<file path="config.mk">
export PLATFORM = sky130hd
export DESIGN_NAME = glyph_slot_allocator_unit
export DESIGN_NICKNAME = d
export VERILOG_FILES = /design/src/hw/rtl/gsa_pkg.sv /design/src/hw/rtl/glyph_slot_allocator_unit.sv
export SDC_FILE = /design/constraint.sdc
export NUM_CORES = 1
export LEC_CHECK = 0
export ABC_AREA = 1
export BUFFER_PORTS_ARGS = -buffer_cell sky130_fd_sc_hd__buf_2
export CAP_MARGIN = 20
export CORE_UTILIZATION = 55
export CTS_BUF_LIST = sky130_fd_sc_hd__clkbuf_8
export DETAILED_ROUTE_END_ITERATION = 12
export GPL_ROUTABILITY_DRIVEN = 1
export PLACE_DENSITY = 0.73
export SLEW_MARGIN = 20
export SYNTH_ARGS = -nofsm -noshare
export SYNTH_HDL_FRONTEND = slang
export SYNTH_SLANG_ARGS = --single-unit
</file>
<file path="constraint.sdc">
create_clock -name clk -period 6.4 [get_ports clk]
set_input_delay 0.32 -clock clk [delete_from_list [all_inputs] [get_ports clk]]
set_output_delay 0.32 -clock clk [all_outputs]
set_load 0.02 [all_outputs]
</file>
<file path="src/hw/rtl/gsa_pkg.sv">
`default_nettype none

package gsa_pkg;

  // slot and special code sizing
  localparam int NUM_SLOTS   = 8;
  localparam int NUM_SPECIAL = 32;

  localparam int SLOT_W  = (NUM_SLOTS > 1) ? $clog2(NUM_SLOTS) : 1;
  localparam int USED_W  = $clog2(NUM_SLOTS + 1);
  localparam int IDX_W   = (NUM_SPECIAL > 1) ? $clog2(NUM_SPECIAL) : 1;
  localparam int TOTAL_W = $clog2(NUM_SPECIAL + 1);

  // field widths
  localparam int CODE_W  = 8;
  localparam int SEL_W   = 3;
  localparam int COUNT_W = 6;

  localparam logic [CODE_W-1:0] SPECIAL_BASE = 8'h80;

  // stream widths; the tdata widths are rounded up to whole bytes
  localparam int S_DATA_W = 24;
  localparam int M_DATA_W = 24;
  localparam int S_USER_W = 2;

  // request kinds carried on tuser
  typedef enum logic [S_USER_W-1:0] {
    REQ_CLEAR = 2'd0,
    REQ_SCAN  = 2'd1,
    REQ_MAP   = 2'd2,
    REQ_READ  = 2'd3
  } req_t;

  // one result item
  typedef struct packed {
    logic               overflow;
    logic [COUNT_W-1:0] distinct_count;
    logic               slot_valid;
    logic               slot_hit;
    logic [CODE_W-1:0]  out_code;
  } result_t;

endpackage

`default_nettype wire

</file>
<file path="src/hw/rtl/glyph_slot_allocator_unit.sv">
// Glyph slot allocator for a character display.
// Input channel s_*: one request per transaction; tuser carries the request
// kind (clear frame, scan, map, read slot), tdata the character code, the
// fallback code and the slot select. Output channel m_*: exactly one result
// transaction per request, in request order.
// A frame starts with a clear; scans then hand in the frame's characters and
// each new special code (0x80 upward) takes the next free slot. Map turns a
// special code into its slot number or the fallback, read returns the code
// held in a slot for loading the glyph RAM.
// The slot table compare, allocation and state update are done in the
// accepting cycle and the result lands in the output register. Throughput
// is one request per cycle while the receiver takes each result; the
// parallel compare covers all slots at once.
// The output register frees whenever the receiver takes its result, so a
// new request is accepted in the same cycle the previous result leaves.
// While the receiver stalls with a result pending, s_tready stays low and
// the state does not move.
// Reset (rst, synchronous) empties all slots, the seen set and the count,
// the same as a clear request, and drops any pending result.
`default_nettype none

module glyph_slot_allocator_unit (
  input  wire                           clk,
  input  wire                           rst,
  input  wire                           s_tvalid,
  output logic                          s_tready,
  // char_code[7:0], fallback_code[15:8], slot_sel[18:16], zero pad
  input  wire  [gsa_pkg::S_DATA_W-1:0]  s_tdata,
  // req_type[1:0]
  input  wire  [gsa_pkg::S_USER_W-1:0]  s_tuser,
  output logic                          m_tvalid,
  input  wire                           m_tready,
  // out_code[7:0], slot_hit[8], slot_valid[9], distinct_count[15:10],
  // overflow[16], zero pad
  output logic [gsa_pkg::M_DATA_W-1:0]  m_tdata
);

  import gsa_pkg::*;

  // frame state
  logic [IDX_W-1:0]   slot_glyph [NUM_SLOTS];
  logic [IDX_W-1:0]   slot_glyph_next [NUM_SLOTS];
  logic [USED_W-1:0]  slots_used, slots_used_next;
  logic [NUM_SPECIAL-1:0] seen_mask, seen_mask_next;
  logic [TOTAL_W-1:0] seen_total, seen_total_next;

  result_t            result, result_next;

  // unpacked request fields
  req_t               req;
  logic [CODE_W-1:0]  char_code;
  logic [CODE_W-1:0]  fallback_code;
  logic [SEL_W-1:0]   slot_sel;

  logic               accept;
  logic               special;
  logic [IDX_W-1:0]   idx;
  logic [NUM_SLOTS-1:0] match;
  logic               found;
  logic [SLOT_W-1:0]  found_slot;
  logic               sel_valid;
  logic [IDX_W-1:0]   sel_glyph;

  assign req           = req_t'(s_tuser);
  assign char_code     = s_tdata[7:0];
  assign fallback_code = s_tdata[15:8];
  assign slot_sel      = s_tdata[18:16];

  // output register frees when its result is taken
  assign s_tready = !m_tvalid || m_tready;
  assign accept   = s_tvalid && s_tready;

  // special code range check
  assign special = char_code[7] &&
                   ({1'b0, char_code[6:0]} < CODE_W'(NUM_SPECIAL));
  assign idx     = char_code[IDX_W-1:0];

  // parallel compare over occupied slots, lowest slot wins
  always_comb begin
    match      = '0;
    found_slot = '0;
    for (int i = 0; i < NUM_SLOTS; i++) begin
      match[i] = (USED_W'(i) < slots_used) && (slot_glyph[i] == idx);
    end
    for (int i = NUM_SLOTS - 1; i >= 0; i--) begin
      if (match[i]) begin
        found_slot = SLOT_W'(i);
      end
    end
  end
  assign found = special && (match != '0);

  // slot read select
  always_comb begin
    sel_glyph = '0;
    for (int i = 0; i < NUM_SLOTS; i++) begin
      if (CODE_W'(slot_sel) == CODE_W'(i)) begin
        sel_glyph = slot_glyph[i];
      end
    end
  end
  assign sel_valid = (CODE_W'(slot_sel) < CODE_W'(NUM_SLOTS)) &&
                     (CODE_W'(slot_sel) < CODE_W'(slots_used));

  // request decode, state update and result
  always_comb begin
    slot_glyph_next = slot_glyph;
    slots_used_next = slots_used;
    seen_mask_next  = seen_mask;
    seen_total_next = seen_total;
    result_next     = '0;
    unique case (req)
      REQ_CLEAR: begin
        slots_used_next = '0;
        seen_mask_next  = '0;
        seen_total_next = '0;
      end
      REQ_SCAN: begin
        if (found) begin
          result_next.out_code = CODE_W'(found_slot);
          result_next.slot_hit = 1'b1;
        end else if (special && !seen_mask[idx]) begin
          seen_mask_next[idx] = 1'b1;
          if (seen_total < TOTAL_W'(NUM_SPECIAL)) begin
            seen_total_next = seen_total + TOTAL_W'(1);
          end
          if (slots_used < USED_W'(NUM_SLOTS)) begin
            for (int i = 0; i < NUM_SLOTS; i++) begin
              if (USED_W'(i) == slots_used) begin
                slot_glyph_next[i] = idx;
              end
            end
            result_next.out_code = CODE_W'(slots_used);
            result_next.slot_hit = 1'b1;
            slots_used_next      = slots_used + USED_W'(1);
          end
        end
      end
      REQ_MAP: begin
        if (!special) begin
          result_next.out_code = char_code;
        end else if (found) begin
          result_next.out_code = CODE_W'(found_slot);
          result_next.slot_hit = 1'b1;
        end else begin
          result_next.out_code = fallback_code;
        end
      end
      REQ_READ: begin
        if (sel_valid) begin
          result_next.slot_valid = 1'b1;
          result_next.out_code   = SPECIAL_BASE + CODE_W'(sel_glyph);
        end
      end
      default: begin
        result_next = '0;
      end
    endcase
    result_next.distinct_count = COUNT_W'(seen_total_next);
    result_next.overflow       = CODE_W'(seen_total_next) > CODE_W'(NUM_SLOTS);
  end

  // frame state registers
  always_ff @(posedge clk) begin
    if (rst) begin
      slots_used <= '0;
      seen_mask  <= '0;
      seen_total <= '0;
    end else if (accept) begin
      slots_used <= slots_used_next;
      seen_mask  <= seen_mask_next;
      seen_total <= seen_total_next;
    end
  end

  // slot table, guarded by slots_used so no reset needed
  always_ff @(posedge clk) begin
    if (accept) begin
      slot_glyph <= slot_glyph_next;
    end
  end

  // output register
  always_ff @(posedge clk) begin
    if (rst) begin
      m_tvalid <= 1'b0;
    end else if (accept) begin
      m_tvalid <= 1'b1;
    end else if (m_tready) begin
      m_tvalid <= 1'b0;
    end
  end

  always_ff @(posedge clk) begin
    if (accept) begin
      result <= result_next;
    end
  end

  assign m_tdata = M_DATA_W'(result);

endmodule

`default_nettype wire
</file>
Word-level counts from Yosys, hierarchy flattened
Cells that the tools add are included.

word-level totals
  bits in registers = 100
  bits in latches = 0
  bits in writable memories = 0
  memory bits (read-only) = 0
  bits of input ports = 30
  output and inout port bits = 26
  word-level logic and storage cells = 141
  memories = 0

operators by class
  add/subtract/negate cells = 3
  multiply operators = 0
  divide/modulo/power cells = 0
  order comparisons = 15
  equal/unequal tests = 28
  shift operators = 0
  muxes and demuxes = 44
  bitwise gates (word level) = 2
  reductions and logical operators = 32

operators with widths
  kind                   number
  $mux W32               2
  $pmux W32 S2           1
  $reduce_and A6 Y1      8
  $eq A5 B5 Y1           8
  $mux W5                8
  $or A32 B32 Y32        1
  $mux W9                3
  $mux W3                8
  $mux W8                3
  $pmux W8 S3            1
  $mux W6                3
  $eq A3 B4 Y1 const A   4
  $lt A3 B4 Y1 const A   4
  $logic_and A1 B1 Y1    13
  $eq A3 B3 Y1 const B   4
  $mux W4                3
  $pmux W6 S2            1
  $add A8 B5 Y8 const A  1
  $eq A2 B4 Y1 const A   2
  $lt A1 B4 Y1 const A   2
  $lt A2 B4 Y1 const A   2
  $pmux W4 S2            1
  $reduce_bool A8 Y1     1
  $lt A7 B6 Y1 const B   1
  other kinds (27)       39

Depth between registers and ports, before layout
Gate-level depths: netlist (run 1).

  depth in word-level cells = 13
  depth in mapped cells = 19

Worst setup path before layout (run 1)
OpenSTA, ideal clock, no wires.

  path kind = reg-to-reg
  start = register slots_used[0]
  end = register slot_glyph[0] in the netlist's numbering, enable pin
  arrival = 2.147 ns
  required time = 6.017 ns
  path slack = 3.869 ns
  stages on the path, launching flop included = 13
  buffers on the path = 0
  cell sequence = dfxtp_1 > inv_1 > ha_1 > inv_1 > nor2_1 > nor2_1 > nand3_1 > nand2_1 > nor2_1 > nand2_2 > nand2_1 > clkinv_1 > nor4b_1

on the way
  word-level cells in the longest chain between the ends = 6
  elaborated cells on any way between the ends = 22
  classes of those cells = order compare: 9; eq/ne: 1; bitwise: 1; reduce/logical: 11

ends and longest elaborated chain
  what                                  line                              RTL
  start, declared                       glyph_slot_allocator_unit.sv:43   logic [USED_W-1:0] slots_used, slots_used_next;
  start signal, assigned                glyph_slot_allocator_unit.sv:170  slots_used <= slots_used_next;
  $lt A1 B4 Y1 (tied with other cells)  glyph_slot_allocator_unit.sv:83   match[i] = (USED_W'(i) < slots_used) && (slot_glyph[i] == idx);
  $logic_and A1 B1 Y1                   glyph_slot_allocator_unit.sv:83
  $reduce_bool A8 Y1                    glyph_slot_allocator_unit.sv:91   assign found = special && (match != '0);
  $logic_and A1 B1 Y1                   glyph_slot_allocator_unit.sv:91
  $not A1 Y1 (no line)                  n/a
  $reduce_and A6 Y1 (no line) *         n/a
  end signal, assigned                  glyph_slot_allocator_unit.sv:179  slot_glyph <= slot_glyph_next;
  end, declared                         glyph_slot_allocator_unit.sv:41   logic [IDX_W-1:0] slot_glyph [NUM_SLOTS];

Mark *: on every way between the ends. The rest lies on a longest branch, timed or not.
A chain may end at the register's enable or synchronous reset.

Final worst setup path (run 1)
  start = register slots_used[0]
  end = register slot_glyph[20] in the netlist's numbering, enable pin

Same word-level chain as after synthesis.

==> flow_metrics.tcl, run 1 <==
set metrics [dict create \
    status "completed" \
    initial_utilization 0.566 \
    ff_latch_area_um2 2570 \
    drive_above_1_share 0.0968 \
    die_area_um2 11000 \
    yosys-top-cells-count "244 x nand2_1, 115 x inv_1, 77 x nor2_1" \
    ys.warnings.count 0 \
    hold_slack_ps 242 \
    crit_path_max_incr_delay_ps 740 \
    numCtsBuffers 9 \
    crit_path_end_kind "register" \
    p_switching_mw 0.342 \
    routed-via-count 5302 \
    period_needed_ps 3390 \
    clk_pin_slew_worst_paths_ps 90 \
    rows 37 \
    syn_inst 807 \
    io_pins 56 \
    worstSetupPathType "reg2reg" \
    synthToLayoutAreaGrowth_pct 6.76 \
    grt_pass1_wl_um 23300 \
    crit_fanout 13 \
    cts_sinks 100 \
    tritoncts "built" \
    clock_latency_ps 370 \
    critPathArrivalTime_ps 3390 \
    portBuffers 43 \
    yosysMostFrequentCell "nand2_1" \
    crit_top_cell "nor2_1" \
    nNetsFinal 873 \
    finalMaxSlewViolations 0 \
    worst_pin_slew_ps 942 \
    multiInputGateArea_um2 2630 \
    cp_slowest_cell "nor4_2" \
    synthArstFlopShare 0 \
    cts_setup_buffers 0 \
    grt_max_degree 36 \
    wl_um 14400 \
    fillers 941 \
    antenna_left 0 \
    synth_cell_types 39 \
    viasPerCell 5.45 \
    rsz0062_at_grt "false" \
    overflow 0 \
    cts_resized 0 \
    hold_viol 0 \
    drt_pre_antenna_iters 5 \
    final_core_util 0.605 \
    skew_ps 8.22 \
    timing.final.crit_share 0.529 \
    synth_area_um2 5850 \
    cellInternalPower_mw 0.910 \
    htreeDepth 3 \
    synth_edf_count 57 \
    p_seq_frac 0.556 \
    clockBufferDepth 2 \
    max_clock_freq_mhz 295 \
    die_y_um 105 \
    drc 0 \
    wl_per_cell_um 14.8 \
    power_density_nw_per_um2 201 \
    p_leak_nw 2.76 \
    cts_hold_buf 0 \
    gp_congestion 1.01 \
    clkPwrFrac 0.322 \
    antenna_found_initial 0 \
    path_cells "inv_1, ha_1, inv_1, nor2_1, nor2_1, nand3_1, nand2_1, nor2_1, nand2_2, nand2_1, clkinv_1, nor4_2" \
    grt_usage 0.271 \
    syn_avg_cell_area_um2 7.25 \
    maxCapViolCount 0 \
    drt_iter0_drc 353 \
    critPathRequiredTime_ps 6400 \
    power_switching_share 0.273 \
    cpLargestDelayFamily "simple AND/OR/NAND/NOR gates" \
    tns_ps 0 \
    vdd_ir_drop_max_uv 128 \
    die_w_um 105 \
    synth_top_cell_by_area "edfxtp_1" \
    first_global_vias 4872 \
    ys_seq_area_frac 0.440 \
    antennaDiodeCount 0 \
    cts_root_buf "clkbuf_8" \
    cp-start-kind "register" \
    ys.flop_type "edfxtp_1" \
    ys_seq_elements 100 \
    core_um2 10300 \
    finalSetupViolations 0 \
    place_hpwl_um 10100 \
    slew_headroom 0.367 \
    netlist_top_cells_area "edfxtp_1 29%, nand2_1 16%, dfxtp_1 15%" \
    path_buf_inv 3 \
    power_frac_comb 0.121 \
    hold_class "in2reg" \
    synth.top_cell.area_share 0.293 \
]
registers in the layout, indices dropped and copies added, names as in the netlist:
name,cells
slots_used,4
slot_glyph,40
seen_total,6
m_tdata,17
seen_mask,32
m_tvalid,1
through the flow:
step	cells	power (mW)	setup slack, ps	cell area (um^2)
after floorplan	813	0.819	3870	5870
after detailed placement	957	0.860	2490	6040
after CTS	973	1.25	2760	6230
after global routing	973	1.30	2790	6240
final	973	1.25	3010	6240
after global placement	957	0.857	2480	6030
tightest hold or removal path: stages:
cell,delay [ps]
buf_2,70
inv_1,30
nand2_1,70
a21oi_1,60
power groups by stage:
stage / sequential (mW) / combinational (mW) / clock [mW]
after floorplan: 0.721 / 0.0980 / 0
after global placement: 0.711 / 0.146 / 0
after detailed placement: 0.711 / 0.149 / 0
after CTS: 0.696 / 0.150 / 0.408
after global routing: 0.698 / 0.168 / 0.432
final: 0.697 / 0.152 / 0.404
final timing paths:
path,from,endpoint,slack (ps),cells after the start
min reg2reg,seen_mask[10],seen_mask[10],450,2
min,m_tready,m_tvalid,240,4
max reg2reg,slots_used[0],slot_glyph[20],3010,12
max,slots_used[0],slot_glyph[20],3010,12
cells by family after synthesis:
logic type / synth area share
AO/OA/AOI/OAI: 0.109
other: 0.000641
flip-flops: 0.440
AND/OR/NAND/NOR: 0.303
XOR/XNOR: 0.00599
adder cells (fa/ha/maj): 0.0235
buffers and inverters: 0.118
layout by cell type (no fill, tap or decap), drive strengths merged:
cell type	n
ha	11
xor2	4
dfxtp	43
edfxtp	57
o21bai	1
o21ai	24
nand3	51
nor3	17
and3	1
o221ai	4
buf	44
o211ai	7
nand2b	1
bufinv	1
a21oi	69
inv	123
o2111ai	4
a31oi	2
clkbuf	9
o32ai	1
nor4b	1
a21boi	1
clkinv	4
conb	7
nor4	2
or2	1
nand4	17
nand2	247
nor2	83
layout make-up:
cell class,instances,share of cell area
Clock inverter,7,0.0110
Multi-Input combinational cell,556,0.421
Timing Repair Buffer,44,0.0357
Inverter,121,0.0732
Sequential cell,100,0.412
Tap cell,136,0.0273
Clock buffer,9,0.0198
metal layers:
layer / routed length, um / GRT usage
met5: 0 / 0
met4: 291 / 0.105
met3: 907 / 0.0393
met2: 7030 / 0.454
met1: 6160 / 0.353
Note: power is estimated with default switching activity, not from simulation.
==> inputs of run 2 (changes only) <==
Settings changed: PLACE_DENSITY 0.73 to 0.76.
Clock period 6.4 ns to 2.9 ns, I/O delays scaled along.
==> run 2 against run 1 <==
Compared with the run above:
- sequential share of layout area down 1.3 points
- clock-buffer cell count rose by 1
- routed wire length grew 3.8%
- register-to-register slack got worse by 2800 ps
- global-route usage rose by 1.3 points
- die area stayed put
- critical path depth rose by 2
- via count grew 2.8%
- sequential power rose by 120%
- critical path type unchanged
- critical endpoint is now slot_glyph[18]
==> flow_metrics.tcl, run 2 (synthesis gave the netlist of run 1 again) <==
set metrics [dict create \
    status "completed" \
    synthToLayoutAreaGrowth_pct 10.3 \
    hold_viol 0 \
    p_leak_nw 2.89 \
    skew_ps 13.0 \
    die_y_um 105 \
    cellInternalPower_mw 2.05 \
    final_core_util 0.625 \
    cp-start-kind "register" \
    path_buf_inv 3 \
    clockBufferDepth 2 \
    p_seq_frac 0.546 \
    power_density_nw_per_um2 436 \
    grt_usage 0.284 \
    critPathRequiredTime_ps 2940 \
    clk_pin_slew_worst_paths_ps 100 \
    critPathArrivalTime_ps 2700 \
    clock_latency_ps 380 \
    grt_max_degree 35 \
    r2r_cells 14 \
    initial_utilization 0.566 \
    wl_um 14900 \
    routed-via-count 5450 \
    wl_per_cell_um 14.9 \
    rows 37 \
    htreeDepth 3 \
    cp.depth 14 \
    drive_above_1_share 0.125 \
    layout_commonest_cell "nand2_1" \
    power_switching_share 0.273 \
    drc 0 \
    cts_resized 0 \
    gp_congestion 0.944 \
    antenna_left 0 \
    p_switching_mw 0.768 \
    finalSetupViolations 0 \
    cts_setup_buffers 0 \
    numCtsBuffers 9 \
    die_area_um2 11000 \
    crit_top_cell "nor2_1" \
    io_pins 56 \
    die_w_um 105 \
    regMostFlops "slot_glyph" \
    antennaDiodeCount 0 \
    vdd_ir_drop_max_uv 269 \
    worst_pin_slew_ps 612 \
    cts_root_buf "clkbuf_8" \
    viasPerCell 5.44 \
    first_global_vias 5237 \
    period_needed_ps 2660 \
    slew_headroom 0.589 \
    path_cells "inv_1, ha_1, inv_1, nor2_1, nor2_1, nand3_1, nand2_1, nor2_1, nand2_2, nand2_1, nand2_2, nor2_2, inv_1, nor2_1" \
    cts_hold_buf 0 \
    worstSetupPathType "reg2reg" \
    max_clock_freq_mhz 377 \
    largest_reg_flops 40 \
    finalMaxSlewViolations 0 \
    power_frac_comb 0.127 \
    overflow 0 \
    cp_slowest_cell "dfxtp_1" \
    final_cell_mix "244 x nand2_1, 116 x inv_1, 76 x nor2_1" \
    whs_path_depth 1 \
    cpLargestDelayFamily "simple AND/OR/NAND/NOR gates" \
    tns_ps 0 \
    place_hpwl_um 10700 \
    antenna_found_initial 0 \
    nNetsFinal 901 \
    crit_path_max_incr_delay_ps 410 \
    tritoncts "built" \
    hold_class "in2reg" \
    fin_cells 1001 \
    cts_sinks 100 \
    grt_pass1_wl_um 24500 \
    rsz0062_at_grt "false" \
    core_um2 10300 \
    portBuffers 43 \
    place_inst 985 \
    crit_fanout 8 \
    drt_pre_antenna_iters 5 \
    timing.final.crit_share 0.916 \
    maxCapViolCount 0 \
    crit_path_end_kind "register" \
    clkPwrFrac 0.327 \
    drt_iter0_drc 368 \
]
-- run 2: cell count changes in the layout (fill, tap and decap cells not counted), sizes merged --
cell	before	now
clkbuf	9	10
clkinvlp	0	3
clkinv	4	2
buf	44	72
inv	123	121
-- run 2: worst paths after layout --
| kind | end | startpoint | slack (ps) |
|---|---|---|---|
| worst max-delay path | slot_glyph[18] | slots_used[1] | 240 |
| worst min-delay path | slot_glyph[24] | s_tdata[4] | 20 |
| worst max register to register | slot_glyph[18] | slots_used[1] | 240 |
| worst min register to register | seen_mask[28] | seen_mask[28] | 450 |
-- run 2: stage by stage --
step | cell area [um^2] | power (mW) | setup slack, ps | hold WS (ps)
floorplan | 5870 | 1.81 | 369 | 244
global placement | 6240 | 1.91 | 211 | 400
detailed placement | 6240 | 1.92 | 219 | 402
CTS | 6440 | 2.82 | 199 | 10.5
global route | 6450 | 2.91 | 12.6 | 27.4
finish | 6450 | 2.81 | 245 | 20.8
-- run 2: layer usage --
layer,vias to the layer above,GRT usage,wire length [um]
met5,-,0,0
met4,0,0.138,357
met3,32,0.0324,806
met1,2526,0.358,6500
li1,2699,-,-
met2,193,0.484,7270
-- run 2: power groups by stage --
stage	Combinational, mW	Sequential [mW]	Clock, mW
floorplan	0.216	1.59	0
global placement	0.341	1.57	0
detailed placement	0.351	1.57	0
CTS	0.352	1.54	0.929
global route	0.392	1.54	0.979
finish	0.356	1.54	0.921
-- run 2: cell type report --
type | instances | area, um^2
tap | 136 | 170
inverter | 121 | 457
fill | 954 | 3870
sequential | 100 | 2570
clock buffer | 10 | 138
timing repair buffer | 72 | 433
clock inverter | 6 | 65.1
multi-input combinational | 556 | 2610
==> inputs of run 3 (changes only) <==
--- a/config.mk
+++ b/config.mk
@@ -7,6 +7,6 @@
 export LEC_CHECK = 0
 export ABC_AREA = 1
-export BUFFER_PORTS_ARGS = -buffer_cell sky130_fd_sc_hd__buf_2
-export CAP_MARGIN = 20
+export BUFFER_PORTS_ARGS = -buffer_cell sky130_fd_sc_hd__buf_4
+export CAP_MARGIN = 10
 export CORE_UTILIZATION = 55
 export CTS_BUF_LIST = sky130_fd_sc_hd__clkbuf_8
==> constraint.sdc (replaced) <==
create_clock -name clk -period 2.9 [get_ports clk]
set_input_delay 0.58 -clock clk [delete_from_list [all_inputs] [get_ports clk]]
set_output_delay 0.58 -clock clk [all_outputs]
set_load 0.02 [all_outputs]
==> run 3 against run 2 <==
Compared with the run above:
- critical path depth down 1
- highest routed layer unchanged
- global-route usage fell by 0.30 points
- clock power down 0.9%
- maximum frequency grew 1.0%
==> flow_metrics.tcl, run 3 (synthesis gave the netlist of run 1 again) <==
set metrics [dict create \
    hold_viol 0 \
    grt_max_degree 33 \
    critPathRequiredTime_ps 3000 \
    clockBufferDepth 2 \
    antenna_found_initial 0 \
    slew_headroom 0.610 \
    vdd_ir_drop_max_uv 324 \
    cp-start-kind "register" \
    die_w_um 105 \
    place_inst 999 \
    worstSetupPathType "reg2reg" \
    maxCapViolCount 0 \
    tritoncts "built" \
    clk_pin_slew_worst_paths_ps 100 \
    timing.final.crit_share 0.906 \
    io_pins 56 \
    overflow 0 \
    crit_path_start "slots_used[0]" \
    nNetsFinal 915 \
    drc 0 \
    final_core_util 0.647 \
    cts_resized 0 \
    wl_per_cell_um 14.7 \
    fin_ws_ps 272 \
    initial_utilization 0.566 \
    period_needed_ps 2630 \
    worst_pin_slew_ps 580 \
    die_y_um 105 \
    tns_ps 0 \
    cts_hold_buf 0 \
    synthToLayoutAreaGrowth_pct 14.2 \
    dp_slack_ps -39.9 \
    routed-via-count 5511 \
    cts_root_buf "clkbuf_8" \
    crit_fanout 7 \
    cts_setup_buffers 0 \
    htreeDepth 3 \
    r2r_cells 13 \
    clock_latency_ps 380 \
    fillers 869 \
    hold_class "in2reg" \
    layout_commonest_cell "nand2_1" \
    rows 37 \
    finalPower_mw 2.84 \
    antennaDiodeCount 0 \
    drt_pre_antenna_iters 5 \
    place_area_um2 6480 \
    max_clock_freq_mhz 381 \
    core_um2 10300 \
    viasPerCell 5.43 \
    portBuffers 43 \
    hold_path_startpoint "rst" \
    critPathArrivalTime_ps 2730 \
    p_leak_nw 3.00 \
    finish.instance_area_um2 6680 \
    antenna_left 0 \
    cts_sinks 100 \
    regMostFlops "slot_glyph" \
    r2r_start "slots_used[0]" \
    wl_um 15000 \
    crit_path_end_kind "register" \
    power_density_nw_per_um2 425 \
    gp_congestion 0.969 \
    grt_usage 0.281 \
    final_cell_mix "244 x nand2_1, 115 x inv_1, 84 x buf_4" \
    largest_reg_flops 40 \
    first_global_vias 5176 \
    drt_iter0_drc 402 \
    drive_above_1_share 0.138 \
    reg2reg_to "slot_glyph[22]" \
    place_hpwl_um 10900 \
    worstSetupEndpoint "slot_glyph[22]" \
    rsz0062_at_grt "false" \
    hold_slack_ps 431 \
    finalSetupViolations 0 \
    status "completed" \
    fin_cells 1015 \
    skew_ps 9.32 \
    numCtsBuffers 9 \
    r2r_slack_ps 270 \
    grt_pass1_wl_um 24300 \
    die_area_um2 11000 \
    finalMaxSlewViolations 0 \
]
## run 3: cell count changes in the layout (fill, tap and decap cells not counted), sizes merged
cell | before | now
buf | 72 | 86
clkbuf | 10 | 9
clkinv | 2 | 3
clkinvlp | 3 | 2
inv | 121 | 122
## run 3: area by class of cell
class / count / area, um^2 / share of cell area
clock buffers: 9 / 124 / 0.0186
clock inverters: 7 / 75.1 / 0.0112
inverters: 121 / 457 / 0.0684
multi-input cells: 556 / 2610 / 0.391
flip-flops and latches: 100 / 2570 / 0.385
well taps: 136 / 170 / 0.0255
repair buffers: 86 / 671 / 0.100
## run 3: power by group
part,total (mW),switching (mW),internal (mW)
combinational,0.386,0.254,0.132
clock,0.913,0.510,0.403
sequential,1.54,0.0139,1.52
## run 3: critical path, stage by stage (launching register included)
cell and delay (ps):
dfxtp_1 390, inv_1 170, ha_1 190, inv_1 80, nor2_1 140, nor2_1 60, nand3_1 130, nand2_1 120
nor2_1 120, nand2_2 80, nand2_1 170, clkinv_1 160, nor4_1 310, buf_4 220
## run 3: worst min-delay path by stage
stage,end,cells after the start
after floorplan,seen_mask[0],2
after global placement,seen_mask[13],2
after detailed placement,seen_mask[0],2
after CTS,slots_used[1],2
after global routing,slots_used[1],2
final,slots_used[1],2
## run 3: per-layer routing
| layer | global-route usage | vias up | share of wire |
|---|---|---|---|
| met5 | 0 | - | 0 |
| met4 | 0.109 | 0 | 0.024 |
| met3 | 0.0468 | 34 | 0.064 |
| met2 | 0.485 | 214 | 0.49 |
| met1 | 0.351 | 2538 | 0.43 |
| li1 | - | 2725 | - |
